## src/rtl/gsfr_pkg.sv

```systemverilog
`timescale 1ns / 1ps

package gsfr_pkg;

    localparam int BYTE_W    = 8;
    localparam int POS_W     = 4;
    localparam int READING_W = 16;
    localparam int STATUS_W  = 2;
    localparam int CFG_IDX_W = 8;
    localparam int CFG_DATA_W = 16;
    localparam int M_DATA_W  = 24;

    localparam logic [BYTE_W-1:0] START_BYTE   = 8'hFF;
    localparam logic [BYTE_W-1:0] CMD_ACTIVE   = 8'h2A;
    localparam logic [BYTE_W-1:0] CMD_QUESTION = 8'h86;

    localparam logic [POS_W-1:0] POS_HUNT       = 4'd0;
    localparam logic [POS_W-1:0] POS_CMD        = 4'd1;
    localparam logic [POS_W-1:0] POS_FIRST_DATA = 4'd2;
    localparam logic [POS_W-1:0] POS_LAST       = 4'd8;
    localparam logic [POS_W-1:0] HI_POS_ACTIVE   = 4'd4;
    localparam logic [POS_W-1:0] HI_POS_QUESTION = 4'd2;

    localparam logic [STATUS_W-1:0] STATUS_VALID    = 2'd0;
    localparam logic [STATUS_W-1:0] STATUS_CHECKSUM = 2'd1;
    localparam logic [STATUS_W-1:0] STATUS_RANGE    = 2'd2;

    localparam logic [CFG_IDX_W-1:0] REG_FRAME_MODE  = 8'd0;
    localparam logic [CFG_IDX_W-1:0] REG_RANGE_LIMIT = 8'd1;

    localparam logic [READING_W-1:0] RANGE_LIMIT_RESET = 16'd10000;

    typedef struct packed {
        logic                  valid;
        logic [STATUS_W-1:0]   status;
        logic [READING_W-1:0]  reading;
    } gsfr_result_t;

endpackage

```

## src/rtl/gsfr_parser.sv

```systemverilog
`timescale 1ns / 1ps

module gsfr_parser
    import gsfr_pkg::*;
(
    input  logic                  aclk,
    input  logic                  aresetn,
    input  logic                  byte_accept,
    input  logic [BYTE_W-1:0]     rx_byte,
    input  logic                  frame_mode,
    input  logic [READING_W-1:0]  range_limit_ppb,
    output logic                  at_last,
    output gsfr_result_t          result
);

    logic [POS_W-1:0]     pos_reg, pos_next;
    logic [BYTE_W-1:0]    sum_reg, sum_next;
    logic [READING_W-1:0] value_reg, value_next;

    logic [POS_W-1:0]  hi_pos;
    logic [POS_W-1:0]  lo_pos;
    logic [BYTE_W-1:0] want_cmd;
    logic [BYTE_W-1:0] expect_sum;

    assign hi_pos     = frame_mode ? HI_POS_QUESTION : HI_POS_ACTIVE;
    assign lo_pos     = hi_pos + POS_W'(1);
    assign want_cmd   = frame_mode ? CMD_QUESTION : CMD_ACTIVE;
    assign expect_sum = BYTE_W'(0) - sum_reg;
    assign at_last    = (pos_reg == POS_LAST);

    always_comb begin
        pos_next   = pos_reg;
        sum_next   = sum_reg;
        value_next = value_reg;
        result     = '0;
        if (byte_accept) begin
            priority if (pos_reg == POS_CMD) begin
                if (rx_byte == want_cmd) begin
                    pos_next   = POS_FIRST_DATA;
                    sum_next   = rx_byte;
                    value_next = '0;
                end else if (rx_byte == START_BYTE) begin
                    pos_next = POS_CMD;
                    sum_next = '0;
                end else begin
                    pos_next = POS_HUNT;
                    sum_next = '0;
                end
            end else if (pos_reg >= POS_FIRST_DATA && pos_reg < POS_LAST) begin
                sum_next = sum_reg + rx_byte;
                if (pos_reg == hi_pos) begin
                    value_next = {rx_byte, value_reg[BYTE_W-1:0]};
                end else if (pos_reg == lo_pos) begin
                    value_next = {value_reg[READING_W-1:BYTE_W], rx_byte};
                end
                pos_next = pos_reg + POS_W'(1);
            end else if (pos_reg == POS_LAST) begin
                result.valid = 1'b1;
                if (rx_byte != expect_sum) begin
                    result.status  = STATUS_CHECKSUM;
                    result.reading = '0;
                end else if (value_reg > range_limit_ppb) begin
                    result.status  = STATUS_RANGE;
                    result.reading = value_reg;
                end else begin
                    result.status  = STATUS_VALID;
                    result.reading = value_reg;
                end
                pos_next   = POS_HUNT;
                sum_next   = '0;
                value_next = '0;
            end else begin
                // hunting for start byte
                pos_next   = (rx_byte == START_BYTE) ? POS_CMD : POS_HUNT;
                sum_next   = '0;
                value_next = '0;
            end
        end
    end

    always_ff @(posedge aclk) begin
        if (!aresetn) begin
            pos_reg   <= POS_HUNT;
            sum_reg   <= '0;
            value_reg <= '0;
        end else begin
            pos_reg   <= pos_next;
            sum_reg   <= sum_next;
            value_reg <= value_next;
        end
    end

endmodule

```

## src/rtl/gas_sensor_frame_receiver_top.sv

```systemverilog
`timescale 1ns / 1ps
// output: result registered onto m_tdata in the cycle after the checksum byte transaction
// throughput: one byte per cycle; input stalls only when a checksum byte
//   arrives while the previous result is still held and m_tready is low
// reset: synchronous active-low aresetn clears frame state and result valid,
//   sets frame_mode to active upload and range limit to 10000 ppb

module gas_sensor_frame_receiver_top
    import gsfr_pkg::*;
(
    input  logic                   aclk,
    input  logic                   aresetn,
    input  logic                   s_tvalid,
    output logic                   s_tready,
    input  logic [7:0]             s_tdata,    // [7:0] rx_byte
    output logic                   m_tvalid,
    input  logic                   m_tready,
    output logic [M_DATA_W-1:0]    m_tdata,    // [1:0] frame_status, [17:2] reading_ppb
    input  logic                   cfg_valid,
    output logic                   cfg_ready,
    input  logic [CFG_IDX_W-1:0]   cfg_index,
    input  logic [CFG_DATA_W-1:0]  cfg_data
);

    logic                 frame_mode_reg, frame_mode_next;
    logic [READING_W-1:0] range_limit_reg, range_limit_next;
    logic                 m_valid_reg, m_valid_next;
    logic [STATUS_W-1:0]  status_reg, status_next;
    logic [READING_W-1:0] reading_reg, reading_next;

    logic         byte_accept;
    logic         at_last;
    gsfr_result_t result;

    assign cfg_ready   = 1'b1;
    assign s_tready    = !at_last || !m_valid_reg || m_tready;
    assign byte_accept = s_tvalid && s_tready;

    gsfr_parser u_parser (
        .aclk            (aclk),
        .aresetn         (aresetn),
        .byte_accept     (byte_accept),
        .rx_byte         (s_tdata[BYTE_W-1:0]),
        .frame_mode      (frame_mode_reg),
        .range_limit_ppb (range_limit_reg),
        .at_last         (at_last),
        .result          (result)
    );

    always_comb begin
        frame_mode_next  = frame_mode_reg;
        range_limit_next = range_limit_reg;
        if (cfg_valid && cfg_ready) begin
            if (cfg_index == REG_FRAME_MODE) begin
                frame_mode_next = cfg_data[0];
            end else if (cfg_index == REG_RANGE_LIMIT) begin
                range_limit_next = cfg_data;
            end
        end
    end

    always_comb begin
        m_valid_next = m_valid_reg;
        status_next  = status_reg;
        reading_next = reading_reg;
        if (result.valid) begin
            m_valid_next = 1'b1;
            status_next  = result.status;
            reading_next = result.reading;
        end else if (m_tready) begin
            m_valid_next = 1'b0;
        end
    end

    always_ff @(posedge aclk) begin
        if (!aresetn) begin
            frame_mode_reg  <= 1'b0;
            range_limit_reg <= RANGE_LIMIT_RESET;
            m_valid_reg     <= 1'b0;
        end else begin
            frame_mode_reg  <= frame_mode_next;
            range_limit_reg <= range_limit_next;
            m_valid_reg     <= m_valid_next;
        end
    end

    always_ff @(posedge aclk) begin
        status_reg  <= status_next;
        reading_reg <= reading_next;
    end

    assign m_tvalid = m_valid_reg;
    assign m_tdata  = {{(M_DATA_W - STATUS_W - READING_W){1'b0}}, reading_reg, status_reg};

    a_checksum_byte_gives_result: assert property (
        @(posedge aclk) disable iff (!aresetn)
        byte_accept && at_last |=> m_tvalid
    ) else $error("checksum byte did not produce a result");

    a_stall_only_on_full_output: assert property (
        @(posedge aclk) disable iff (!aresetn)
        !s_tready |-> (at_last && m_tvalid && !m_tready)
    ) else $error("input stalled without a held result");

    a_mismatch_reading_zero: assert property (
        @(posedge aclk) disable iff (!aresetn)
        m_tvalid && (status_reg == STATUS_CHECKSUM) |-> (reading_reg == '0)
    ) else $error("checksum mismatch result carries a reading");

    a_status_code_known: assert property (
        @(posedge aclk) disable iff (!aresetn)
        m_tvalid |-> (status_reg == STATUS_VALID || status_reg == STATUS_CHECKSUM
                      || status_reg == STATUS_RANGE)
    ) else $error("unknown frame status on output");

endmodule

```

## config.mk

```make
export PLATFORM = sky130hd
export DESIGN_NAME = gas_sensor_frame_receiver_top
export DESIGN_NICKNAME = d
export VERILOG_FILES = /design/src/rtl/gsfr_pkg.sv /design/src/rtl/gsfr_parser.sv /design/src/rtl/gas_sensor_frame_receiver_top.sv
export SDC_FILE = /design/constraint.sdc
export NUM_CORES = 1
export LEC_CHECK = 0
export ABC_CLOCK_PERIOD_IN_PS = 2000
export BUFFER_PORTS_ARGS = -buffer_cell sky130_fd_sc_hd__buf_4
export CAP_MARGIN = 0
export CORE_MARGIN = 10
export CORE_UTILIZATION = 50
export CTS_BUF_LIST = sky130_fd_sc_hd__clkbuf_8
export CTS_CLUSTER_SIZE = 30
export DETAILED_ROUTE_END_ITERATION = 7
export GPL_TIMING_DRIVEN = 0
export PLACE_DENSITY_LB_ADDON = 0.1
export SETUP_SLACK_MARGIN = 0.02
export SYNTH_ARGS = -nofsm -noshare
export SYNTH_HDL_FRONTEND = slang
export SYNTH_SLANG_ARGS = --single-unit
```

## constraint.sdc

```tcl
create_clock -name aclk -period 2 [get_ports aclk]
set_input_delay 0.3 -clock aclk [delete_from_list [all_inputs] [get_ports aclk]]
set_output_delay 0.3 -clock aclk [all_outputs]
set_load 0.1 [all_outputs]
```

==> results.toml, run 1 <==
[outcome]
status = "completed"

[cells_and_area]
syn_to_final_growth_pct = 27.95
fillers = 624
final_nets = 555
drive_gt1_share_pct = 29.55
postLayoutCellArea_um2 = 4771
num_antenna_cells = 0

[setup_path]
critPathBufInv = 2
endpoint_kind = "flop"
critical_path.max_fanout = 5
regToRegSetupSlack_ns = 0.06
cp_slowest_stage_delay_ns = 0.38
cp_data_arrival_time_ns = 2.16
cp_top_family = "simple AND/OR/NAND/NOR gates"
cp_slowest_cell = "dfxtp_4"
critPathKind = "reg -> reg"
cp_cell_sequence = "inv_4 -> ha_4 -> nor2b_4 -> or2_0 -> a21oi_1 -> o211ai_1 -> nor3_4 -> buf_6 -> o311a_1"
critPathRequiredTime_ns = 2.22
startpoint_type = "flop"

[sta]
finalSetupViolCount = 0
fmax_mhz = 514.9
final-hold-violation-count = 0
maxSlewViolCount = 0
finalCriticalPeriod_ns = 1.942
grt_setup_unrepaired = "yes"
fin_tns_setup_ns = 0
tightestPinTransition_ns = 0.5747
slew_headroom_pct = 61.69
skew_ns = 0.01176
finalCritPeriodShare_pct = 97.11

[placement]
placed_area_um2 = 4327
gp_congestion = 0.8065
hpwl_mm = 6.763
numPortBuffers = 54

[grt]
grt_max_degree = 18
grt_overflow = 0
antenna_found_initial = 0
grt_usage_pct = 15.27
grt_pass1_vias = 2976
grt_pass1_wl_mm = 13.98

[synth]
netlist_area_um2 = 3729
synth-adder-area-share_pct = 9.597
synth.distinct_cells = 56
synthMuxAreaShare_pct = 9.128
ys_ff_latch = 64
syn_area_per_cell_um2 = 9.139
synth-simple-area-share_pct = 21.11
synth_area_leaders = "dfxtp_1 25%, edfxtp_1 14%, mux2i_1 9.1%"
ys_seq_area_share_pct = 39.19
async_reset_ff_share_pct = 0
synth_xor_area_share_pct = 2.819
synth_top_family_by_area = "simple AND/OR/NAND/NOR gates"
synth.most_common_cell = "nand2_1"
synth_edf_count = 18
yosysTopAreaCell = "dfxtp_1"
synthTopCellsByCount = "58 x nand2_1, 46 x dfxtp_1, 34 x mux2i_1"
synth_top_area_share_pct = 24.70
ys.flop_type = "dfxtp_1"
synth_compound_area_share_pct = 10.70
ys_warn_count = 0
netlist_instances = 408

[floorplan]
start_util_pct = 51.41
num_rows = 31
core_um2 = 7253
io_pins = 64
dieHeight_um = 106.4
die-area_um2 = 11310
chipWidth_um = 106.4

[clock_tree]
cts_max_level = 3
cts_buffers = 9
cts_sinks = 64
cts_root_buf = "clkbuf_8"
cts_tree = "built"
cts.clk_slew.worst_paths_ns = 0.08
cts.path.max_buffers = 2
clock_latency_ns = 0.36

[routing]
drt-vias-per-instance = 5.243
drtPass1Iterations = 4
avgRoutedWirePerCell_um = 14.85
drcViolationCount = 0
first_iter_violations = 93
finalWirelength_mm = 8.804
num_vias = 3109
postRouteAntennaNets = 0

[pwr]
power_leakage_uw = 0.002102
ir_drop_v = 0.0003211
power_density_nw_per_um2 = 559.6
report.power.total_uw = 2670

[job]
cap_violations = 0

[min_path]
hold_path.class = "in -> reg"
placed cells by master (no fill, tap or decap), drive strengths merged, types with 4 or more instances in the layout:
master / synthesis / final
buf: 15 / 82
nand2: 59 / 59
dfxtp: 46 / 46
mux2i: 34 / 34
a21oi: 28 / 28
ha: 27 / 27
inv: 27 / 26
nor2: 25 / 25
edfxtp: 18 / 18
and2: 17 / 17
nand3: 15 / 15
clkbuf: 7 / 15
o21ai: 11 / 11
conb: 2 / 7
xnor2: 6 / 6
xor2: 6 / 6
nor2b: 6 / 6
nor4: 6 / 6
nor3: 6 / 6
a21o: 4 / 4
nand4: 4 / 4
a211oi: 4 / 4
clkinv: 0 / 4
layout make-up:
cell class,count,area (um2),area share [%]
well taps,99,123.9,2.596
inverters,27,110.1,2.308
flip-flops and latches,64,1478,30.97
repair buffers,66,509.2,10.67
multi-input cells,298,2200,46.11
clock buffers,9,123.9,2.596
plain buffers,24,188.9,3.960
clock inverters,6,37.54,0.7868
cell families (layout without fill, tap and decap cells):
kind of cell,after synthesis,after routing
AND/OR/NAND/NOR,153,153
XOR/XNOR,12,12
other,2,7
AO/OA/AOI/OAI,64,64
flip-flops,64,64
buffers and inverters,51,132
adder cells (fa/ha/maj),28,28
multiplexers,34,34
routing by layer:
layer  GRT usage (%)  vias to the layer above  routed length (um)
li1                -                     1581                   -
met1           16.67                     1438                3758
met2           26.41                       69                4263
met3           5.374                       21                 564
met4           6.286                        0                 218
met5               0                        -                   0
final timing paths:
check	depth (start not counted)	to	startpoint
hold reg to reg	2	u_parser.value_reg[0]$_SDFFE_PN0P_	u_parser.value_reg[0]$_SDFFE_PN0P_
setup / recovery	9	status_reg[1]$_SDFFCE_PP0P_	u_parser.sum_reg[0]$_SDFFE_PN0P_
hold / removal	3	range_limit_reg[8]$_SDFFE_PN1P_	cfg_data[8]
setup reg to reg	9	status_reg[1]$_SDFFCE_PP0P_	u_parser.sum_reg[0]$_SDFFE_PN0P_
tightest hold or removal path, cell delays in order:
cell,delay [ns]
buf_4,0.08
mux2i_1,0.05
nand2_1,0.05
metrics by stage:
step,setup slack [ns],cells,hold slack (ns),util (%)
6_report,0.05775,593,0.1551,65.78
3_5_place_dp,-0.2279,566,0.4586,59.65
4_1_cts,0.03114,586,0.1473,63.57
3_3_place_gp,-0.2003,566,0.4467,59.65
5_1_grt,-0.04552,593,0.1541,65.78
2_1_floorplan,-0.07200,413,0.4251,-
where the power goes:
part | total, uW | internal, uW | leakage [uW] | switching [uW]
registers | 1340 | 1330 | 0.000502 | 11.1
logic | 393 | 170 | 0.00152 | 224
clock network | 936 | 434 | 0.0000785 | 501
total | 2670 | 1930 | 0.00210 | 736
repair_timing:
action | 4_1_cts | 5_1_grt
hold buffers | 0 | 0
pin swaps | 3 | 8
resized for setup | 16 | 30
gates cloned | 0 | 1
endpoints found under the setup margin | 58 | 27
buffers inserted | 5 | 6
No activity file was read; power rests on OpenSTA's default activity.
==> run 2: changes to the inputs <==
CELL_PAD_IN_SITES_DETAIL_PLACEMENT = 0   (was not set)
CELL_PAD_IN_SITES_GLOBAL_PLACEMENT = 1   (was not set)
CORE_UTILIZATION = 40   (was 50)
==> results.toml, run 2 (synthesis gave the netlist of run 1 again) <==
[floorplan]
chipWidth_um = 116.5
die-area_um2 = 13580
num_rows = 35
core_um2 = 9153
start_util_pct = 40.74
io_pins = 64
dieHeight_um = 116.5

[setup_path]
critPathRequiredTime_ns = 2.23
cp_data_arrival_time_ns = 2.21
endpoint_kind = "flop"
regToRegSetupSlack_ns = 0.02
startpoint_type = "flop"
critical_path.max_fanout = 5
critPathKind = "reg -> reg"

[sta]
fmax_mhz = 504.0
finalCritPeriodShare_pct = 99.21
finalCriticalPeriod_ns = 1.984
skew_ns = 0.01127
hold_ws_ns = 0.1524
tightestPinTransition_ns = 0.5555
final-hold-violation-count = 0
slew_headroom_pct = 62.97
fin_ws_ns = 0.01585
finalSetupViolCount = 0
grt_setup_unrepaired = "yes"
maxSlewViolCount = 0

[pwr]
power_leakage_uw = 0.002147
p_switching_uw = 810.0
switching_share_pct = 26.77
power_density_nw_per_um2 = 622.4
p_int_uw = 2216
p_clk_share_pct = 42.5
combinationalPowerShare_pct = 13.2
seq_power_share_pct = 44.3
ir_drop_v = 0.0003020

[routing]
first_iter_violations = 149
postRouteAntennaNets = 0
finalWirelength_mm = 9.822
drtPass1Iterations = 5
drcViolationCount = 0
drt-vias-per-instance = 5.067
num_vias = 3081
avgRoutedWirePerCell_um = 16.15

[cells_and_area]
final_cell_mix = "74 x buf_4, 57 x nand2_1, 39 x dfxtp_1, 34 x mux2i_1"
final_cells = 608
drive_gt1_share_pct = 30.78
layout_commonest_cell = "buf_4"
syn_to_final_growth_pct = 30.40
final_nets = 557
num_antenna_cells = 0

[placement]
gp_congestion = 0.8029
numPortBuffers = 54
place_ws_ns = -0.2732
hpwl_mm = 7.335
dp.cells = 578

[job]
cap_violations = 0

[clock_tree]
cts.path.max_buffers = 2
cts_root_buf = "clkbuf_8"
cts_max_level = 3
cts_buffers = 9
clock_latency_ns = 0.36
cts_tree = "built"
cts_sinks = 64
cts.clk_slew.worst_paths_ns = 0.08

[outcome]
status = "completed"

[grt]
antenna_found_initial = 0
grt_usage_pct = 14.69
grt_max_degree = 17
grt_pass1_vias = 3054
grt_overflow = 0
grt_pass1_wl_mm = 15.50

[min_path]
hold_path.class = "in -> reg"
[run 2: cell count changes in the layout (fill, tap and decap cells not counted), sizes merged]
cell | before | now
buf | 82 | 84
bufinv | 0 | 2
clkinv | 4 | 3
clkinvlp | 3 | 1
inv | 26 | 28
[run 2: metal layers]
layer  up-vias  wire length [um]  GRT usage, %
met5         -                 0             0
li1       1571                 -             -
met1      1440              4226         17.28
met4         0               189         6.013
met2        58              4979         25.23
met3        12               426         3.338
[run 2: stage by stage]
step / cell area (um2) / total power (uW) / setup TNS [ns] / util [%]
after floorplan: 3797 / 1617 / -0.5760 / -
after global placement: 4342 / 1726 / -7.704 / 47.44
after detailed placement: 4342 / 1730 / -8.696 / 47.44
after CTS: 4697 / 3019 / 0 / 51.32
after global routing: 4862 / 3144 / -1.069 / 53.12
final: 4862 / 3026 / 0 / 53.12
[run 2: power groups by stage]
stage | Clock (uW) | Sequential, uW | Combinational (uW)
2_1_floorplan | 0 | 1370 | 248
3_3_place_gp | 0 | 1370 | 354
3_5_place_dp | 0 | 1370 | 357
4_1_cts | 1310 | 1340 | 371
5_1_grt | 1370 | 1340 | 434
6_report | 1290 | 1340 | 400
[run 2: timing repair]
item | in CTS | in global routing
cloned | 0 | 1
hold buffers | 0 | 0
gates resized for setup | 14 | 36
endpoints found under the setup margin | 58 | 34
pin swaps | 4 | 13
setup buffers | 7 | 6
[run 2: layout make-up]
| class | instances | area (um2) |
|---|---|---|
| buffer | 24 | 192.7 |
| inverter | 27 | 107.6 |
| fill | 884 | 4290 |
| tap | 111 | 138.9 |
| sequential | 64 | 1478 |
| clock buffer | 9 | 123.9 |
| clock inverter | 7 | 103.9 |
| multi-input combinational | 298 | 2191 |
| timing repair buffer | 68 | 526.8 |
[run 2: final timing paths]
kind	startpoint	cells past startpoint	endpoint
max	u_parser.sum_reg[0]$_SDFFE_PN0P_	9	status_reg[1]$_SDFFCE_PP0P_
min	cfg_data[10]	3	range_limit_reg[10]$_SDFFE_PN1P_
max reg2reg	u_parser.sum_reg[0]$_SDFFE_PN0P_	9	status_reg[1]$_SDFFCE_PP0P_
min reg2reg	u_parser.value_reg[0]$_SDFFE_PN0P_	2	u_parser.value_reg[0]$_SDFFE_PN0P_
[run 2: worst max-delay path: stages, from the launching register on]
cell and delay [ns]:
dfxtp_4 0.38, inv_2 0.05, ha_4 0.16, nor2b_4 0.13
or2_0 0.20, a21oi_1 0.12, o211ai_1 0.18, nor3_4 0.31
buf_6 0.16, o311a_1 0.17
